===== src/rtl/fte_pkg.sv =====
`default_nettype none
package fte_pkg;
    localparam logic [2:0] REQ_GET  = 3'd0;
    localparam logic [2:0] REQ_SET  = 3'd1;
    localparam logic [2:0] REQ_ALLOC = 3'd2;
    localparam logic [2:0] REQ_LOAD = 3'd3;
    localparam logic [2:0] REQ_READ = 3'd4;

    localparam logic [1:0] KIND_FAT12 = 2'd0;
    localparam logic [1:0] KIND_FAT16 = 2'd1;
    localparam logic [1:0] KIND_FAT32 = 2'd2;

    localparam logic [1:0] ST_OK      = 2'd0;
    localparam logic [1:0] ST_NO_FREE = 2'd1;
    localparam logic [1:0] ST_RANGE   = 2'd2;

    localparam logic [1:0] REG_KIND  = 2'd0;
    localparam logic [1:0] REG_COUNT = 2'd1;
    localparam logic [1:0] REG_SPC   = 2'd2;
    localparam logic [1:0] REG_FDS   = 2'd3;

    localparam logic [27:0] EOC12 = 28'h0000ff8;
    localparam logic [27:0] EOC16 = 28'h000fff8;
    localparam logic [27:0] EOC32 = 28'hffffff8;
    localparam logic [27:0] MASK28 = 28'hfffffff;

    // controller -> datapath commands
    typedef struct packed {
        logic latch;      // capture request fields
        logic clr_acc;    // clear entry accumulator
        logic rd_issue;   // issue read of current byte
        logic rd_take;    // merge returned byte into accumulator
        logic wr_issue;   // write current byte of the new entry
        logic next_byte;  // advance byte counter
        logic next_clus;  // advance search cluster
        logic alloc_init; // set search start
        logic mult_go;    // register sector product
        logic finish;     // form result
    } fte_cmd_t;

    typedef struct packed {
        logic in_range;   // entry fits in image
        logic last_byte;  // current byte is the last of the entry
        logic entry_zero; // accumulated entry is zero
        logic search_done;// all clusters checked
        logic search_void;// nothing to search
    } fte_sts_t;
endpackage
`default_nettype wire


===== src/rtl/fte_ctrl.sv =====
`default_nettype none
module fte_ctrl (
    input  wire logic               aclk,
    input  wire logic               aresetn,
    input  wire logic               s_valid,
    output logic                    s_ready,
    input  wire logic [2:0]         s_req_type,
    output logic                    m_valid,
    input  wire logic               m_ready,
    output fte_pkg::fte_cmd_t       cmd,
    input  wire fte_pkg::fte_sts_t  sts
);
    import fte_pkg::*;

    localparam logic [3:0] S_IDLE   = 4'd0;
    localparam logic [3:0] S_DEC    = 4'd1;
    localparam logic [3:0] S_RD     = 4'd2;
    localparam logic [3:0] S_RWAIT  = 4'd3;
    localparam logic [3:0] S_RTAKE  = 4'd4;
    localparam logic [3:0] S_WR     = 4'd5;
    localparam logic [3:0] S_CHECK  = 4'd6;
    localparam logic [3:0] S_MUL    = 4'd7;
    localparam logic [3:0] S_FIN    = 4'd8;
    localparam logic [3:0] S_OUT    = 4'd9;
    localparam logic [3:0] S_RAW    = 4'd10;
    localparam logic [3:0] S_RAWW   = 4'd11;

    logic [3:0] state_reg, state_next;
    logic [2:0] req_reg, req_next;
    logic       mv_reg, mv_next;

    assign s_ready = (state_reg == S_IDLE) && !mv_reg;
    assign m_valid = mv_reg;

    always_comb begin
        state_next = state_reg;
        req_next = req_reg;
        mv_next = mv_reg;
        cmd = '0;
        if (mv_reg && m_ready) begin
            mv_next = 1'b0;
        end
        unique case (state_reg)
            S_IDLE: begin
                if (s_valid && s_ready) begin
                    cmd.latch = 1'b1;
                    req_next = s_req_type;
                    state_next = S_DEC;
                end
            end
            S_DEC: begin
                cmd.clr_acc = 1'b1;
                if (req_reg == REQ_GET || req_reg == REQ_SET) begin
                    state_next = sts.in_range ? S_RD : S_MUL;
                end else if (req_reg == REQ_ALLOC) begin
                    cmd.alloc_init = 1'b1;
                    state_next = S_CHECK;
                end else if (req_reg == REQ_LOAD || req_reg == REQ_READ) begin
                    state_next = S_RAW;
                end else begin
                    state_next = S_FIN;
                end
            end
            S_CHECK: begin
                // search loop head: stop when exhausted, else read an in-range entry or skip to the next cluster
                cmd.clr_acc = 1'b1;
                if (sts.search_void || sts.search_done) begin
                    state_next = S_FIN;
                end else begin
                    state_next = sts.in_range ? S_RD : S_CHECK;
                    cmd.next_clus = !sts.in_range;
                end
            end
            S_RD: begin
                cmd.rd_issue = 1'b1;
                state_next = S_RWAIT;
            end
            S_RWAIT: begin
                state_next = S_RTAKE;
            end
            S_RTAKE: begin
                cmd.rd_take = 1'b1;
                if (!sts.last_byte) begin
                    cmd.next_byte = 1'b1;
                    state_next = S_RD;
                end else if (req_reg == REQ_SET) begin
                    state_next = S_WR;
                end else if (req_reg == REQ_ALLOC) begin
                    state_next = S_MUL;
                end else begin
                    state_next = S_MUL;
                end
            end
            S_WR: begin
                cmd.wr_issue = 1'b1;
                if (sts.last_byte) begin
                    state_next = S_MUL;
                end else begin
                    cmd.next_byte = 1'b1;
                end
            end
            S_MUL: begin
                if (req_reg == REQ_ALLOC && !sts.entry_zero) begin
                    cmd.next_clus = 1'b1;
                    state_next = S_CHECK;
                end else begin
                    cmd.mult_go = 1'b1;
                    state_next = S_FIN;
                end
            end
            S_RAW: begin
                state_next = S_RAWW;
            end
            S_RAWW: begin
                state_next = S_FIN;
            end
            S_FIN: begin
                if (!mv_reg) begin
                    cmd.finish = 1'b1;
                    mv_next = 1'b1;
                    state_next = S_IDLE;
                end
            end
            S_OUT: state_next = S_IDLE;
            default: state_next = S_IDLE;
        endcase
    end

    always_ff @(posedge aclk) begin
        if (!aresetn) begin
            state_reg <= S_IDLE;
            req_reg <= '0;
            mv_reg <= 1'b0;
        end else begin
            state_reg <= state_next;
            req_reg <= req_next;
            mv_reg <= mv_next;
        end
    end

`ifndef SYNTHESIS
    a_no_accept_busy: assert property (@(posedge aclk) disable iff (!aresetn)
        (state_reg != S_IDLE) |-> !s_ready) else $error("accept while busy");
    a_finish_free: assert property (@(posedge aclk) disable iff (!aresetn)
        cmd.finish |-> !mv_reg) else $error("result overwritten");
    a_idle_after: assert property (@(posedge aclk) disable iff (!aresetn)
        cmd.finish |=> (state_reg == S_IDLE) && mv_reg) else $error("finish flow");
`endif
endmodule
`default_nettype wire


===== config.mk =====
export PLATFORM = sky130hd
export DESIGN_NAME = fte_ctrl
export DESIGN_NICKNAME = d
export VERILOG_FILES = /design/src/rtl/fte_pkg.sv /design/src/rtl/fte_ctrl.sv
export SDC_FILE = /design/constraint.sdc
export NUM_CORES = 1
export LEC_CHECK = 0
export BUFFER_PORTS_ARGS = -buffer_cell sky130_fd_sc_hd__buf_2
export CAP_MARGIN = 20
export CELL_PAD_IN_SITES_DETAIL_PLACEMENT = 0
export CELL_PAD_IN_SITES_GLOBAL_PLACEMENT = 1
export CORE_MARGIN = 10
export CORE_UTILIZATION = 32
export DETAILED_ROUTE_END_ITERATION = 12
export GPL_TIMING_DRIVEN = 1
export HOLD_SLACK_MARGIN = 0.1
export MAX_ROUTING_LAYER = met4
export PLACE_DENSITY_LB_ADDON = 0.1
export SYNTH_ARGS = -nofsm -noshare
export SYNTH_HDL_FRONTEND = slang
export SYNTH_SLANG_ARGS = --single-unit

===== constraint.sdc =====
create_clock -name aclk -period 1.95 [get_ports aclk]
set_input_delay 0.39 -clock aclk [delete_from_list [all_inputs] [get_ports aclk]]
set_output_delay 0.39 -clock aclk [all_outputs]
set_load 0.05 [all_outputs]

-- Word level (Yosys, flattened, before mapping)
Cells that the tools add are included.
Widths: inputs -> output; s select.
- equal/unequal tests: 17
- muxes and demuxes: 34
- reductions and logical operators: 16
- operator list (kind ; number):
    $pmux 4 s11 ; 1
    $mux 4 ; 7
    $mux 1 ; 20
    $eq 4x3->1 const B ; 4
    $eq 4x4->1 const B ; 3
    $mux 3 ; 3
    $eq 4x2->1 const B ; 2
    $eq 3x2->1 const B ; 2
    $eq 4x1->1 const B ; 1
    $logic_and 1x1->1 ; 4
    $logic_not 4->1 ; 1
    $mux 2 ; 2
    $ne 2x2->1 const B ; 2
    $reduce_or 2->1 ; 2
    $eq 3x1->1 const B ; 1
    $eq 3x3->1 const B ; 1
    $logic_not 1->1 ; 3
    $logic_not 3->1 ; 1
    $logic_or 1x1->1 ; 3
    $reduce_and 3->1 ; 1
    $ne 2x1->1 const B ; 1
    $pmux 1 s2 ; 1
    $reduce_and 2->1 ; 1
- register bits after elaboration: 8
- input bits: 12
- output and inout port bits: 12
- word-level logic and storage cells: 70

-- Longest topological paths before layout
- depth after elaboration: 6
- mapped depth: 6
- depth with buffers taken out: 4

-- Worst setup path after synthesis
No wires, ideal clock.
- kind: reg-to-output
- start point: register state_reg[0]
- end point: output cmd[0] in the netlist's numbering
- arrival time: 2.233 ns
- data required time: 1.560 ns
- setup slack: -0.673 ns
- stages on the path, launching flop included: 4
- buffers on the path: 2
- path through: dfxtp_1 -> clkbuf_1 -> buf_2 -> nor4_1
- RTL lines (element ; RTL line ; source):
    from (decl) ; fte_ctrl.sv:28 ; logic [3:0] state_reg, state_next;
    from (signal assigned) ; fte_ctrl.sv:135 ; state_reg <= state_next;
    to (decl) ; fte_ctrl.sv:10 ; output fte_pkg::fte_cmd_t cmd,

==> results.tsv <==
metric	value	unit
reg2reg_slack	0.47	ns
hold_viol	0	
netlist_area	626	sq um
drive_above_1_share	44.1	%
synth-adder-area-share	0	%
wirelength	1930	microns
clk_pin_slew	0.05	ns
place_congestion	0.849	
dpl.hpwl	1520	microns
power.density	1400	nW/um^2
grt_start_max_net_pins	14	
cp.arrival	1.60	ns
switching_share	52.3	%
diodes	0	
setup_slack	-0.0436	ns
numClockSinks	8	
regArea	164	sq um
cts_max_level	1	
ant_nets	0	
reg2reg_to	state_reg[2]	
crit_path_max_fanout	4	
synth_top_family_by_area	simple AND/OR/NAND/NOR gates	
clk_latency	0.24	ns
die-area	4120	sq um
grt_pass1_wl	3260	microns
via_per_inst	5.17	
hp-class	in2reg	
port_buffers	23	
failed_checks	setup timing	
drc_errors	0	
rows	15	
r2r-start	req_reg[2]	
internal-power	612	uW
syn_area_per_cell	7.19	sq um
synth.distinct_cells	31	
synth-edff-count	0	
wl_per_cell	13.5	microns
final_common_cell	buf_2	
startpoint	req_reg[2]	
mostFrequentLayoutCells	18 x buf_2, 11 x buf_4, 9 x inv_1	
die_h	64.2	microns
root_buffer	clkbuf_4	
muxShareOfSynthArea	4.80	%
synth_cells	87	
cp_slowest_cell	or4b_4	
seqPwrFrac	21.5	%
fillers	194	
report.final.slew_viol_count	0	
synth_ff_type	dfxtp_1	
placed_cells	139	
worstHoldStart	aresetn	
initial_core_util	35.1	%
ioPinCount	24	
overflow	0	
p_leak	0.425	nW
r2r_cells	5	
synthSimpleGateAreaFrac	34.2	%
core-area	1780	sq um
finalNonFillerCells	143	
seq_area_frac_synth	25.6	%
via_count	740	
grt.total_usage	9.60	%
cts_tree	built	
p_comb_share	69.1	%
synth.yosys.warnings	0	
end_kind	output pin	
finalCritPeriodShare	102	%
clockBufferDepth	2	
synth_nets	99	
grt_pass1_vias	713	
final_nets	132	
cts_made_buffers	3	
dp_slack	0.0138	ns
drt_iter0_drc	5	
skew	0.000230	ns
synth-async-reset-ratio	0	%
worst_pin_slew	0.310	ns
p_switching	671	uW
ys_ff_latch	8	
worstSetupPathType	reg2out	
min_to	state_reg[2]	
max_stage_delay	0.54	ns
synth_xor_area_share	0	%
peakVddDrop	0.000643	V
largest_reg_flops	4	
crit_chain	or4b_4, o21ai_2, and3_4, buf_8	
outcome	finished with violations	
die_width	64.2	microns
rsz0062_at_grt	yes	
relSlewSlack	79.2	%
period_minus_slack	1.99	ns
multiInputGateArea	440	sq um
start_kind	register	
power_frac_clock	9.4	%
crit_required	1.56	ns
antenna_found_initial	0	
setup_violations	1	
drv_cap	0	
firstDrtPassIters	3	
synth_compound_area_share	25.4	%
area_growth	46.6	%
fmax	0.502	GHz
hold_depth	2	
worst max-delay path: cells and delay by family, from the launching register on:
| family | cells | cell delay [ns] |
|---|---|---|
| buffers and inverters | 1 | 0.14 |
| AND/OR/NAND/NOR | 2 | 0.74 |
| flip-flops | 1 | 0.33 |
| AO/OA/AOI/OAI | 1 | 0.13 |
cell type report:
type | instances | area share (%)
flip-flops and latches | 8 | 17.9
well taps | 25 | 3.41
repair buffers | 34 | 24.6
inverters | 9 | 3.68
clock buffers | 3 | 2.46
multi-input cells | 64 | 48.0
cell families (layout without fill, tap and decap cells):
group / after synthesis / after routing
mux: 3 / 3
compound gates: 25 / 25
buf+inv: 15 / 46
simple gates: 36 / 36
flops: 8 / 8
timing repair:
action | CTS | global route
buffers inserted | 0 | 1
hold buffers | 0 | 0
gates cloned | 0 | 0
pin swaps | 1 | 0
endpoints found under the setup margin | 5 | 5
resized for setup | 9 | 5
worst max path at each step:
stage | depth (start not counted) | slack [ns] | end
finish | 4 | -0.04 | cmd[3]
global route | 4 | -0.10 | cmd[3]
CTS | 4 | -0.04 | cmd[3]
detailed placement | 5 | 0.01 | cmd[3]
global placement | 5 | 0.01 | cmd[3]
floorplan | 3 | -0.07 | cmd[0]
per-stage QoR:
step	hold WS [ns]	setup TNS (ns)	util [%]	cell area [sq um]	total power [mW]
final	0.361	-0.0436	51.4	917	1.28
after global routing	0.371	-0.123	51.4	917	1.39
after CTS	0.358	-0.0404	50.4	898	1.28
after detailed placement	0.544	0	47.6	850	1.13
after global placement	0.529	0	47.6	850	1.13
after floorplan	0.508	-0.109	-	657	0.905
cells in the mapped netlist (all sizes together), types with 2 or more instances:
cell / number / area [sq um]
or4: 2 / 15.0
o21a: 2 / 15.0
mux2i: 3 / 30.0
or4b: 2 / 23.8
inv: 9 / 33.8
nor4: 5 / 31.3
nor2b: 2 / 12.5
clkbuf: 3 / 11.3
a221oi: 2 / 17.5
nand2: 3 / 11.3
a21oi: 9 / 45.0
nand2b: 5 / 31.3
buf: 3 / 17.5
nor3: 3 / 15.0
nor2: 9 / 33.8
o21ai: 5 / 28.8
dfxtp: 8 / 160
a31oi: 2 / 12.5
power by group through the flow:
stage	Sequential, mW	Clock, mW	Combinational [mW]
floorplan	0.242	0	0.662
global placement	0.274	0	0.858
detailed placement	0.272	0	0.858
CTS	0.276	0.126	0.873
global route	0.286	0.140	0.964
finish	0.276	0.121	0.886
layer usage:
layer / track usage (%) / routed length [microns] / up-vias
met5: - / 0 / -
met4: 0.802 / 8 / 0
met3: 3.66 / 94 / 2
met2: 14.9 / 920 / 15
met1: 12.0 / 909 / 344
li1: - / - / 379
No activity file was read; power rests on OpenSTA's default activity.
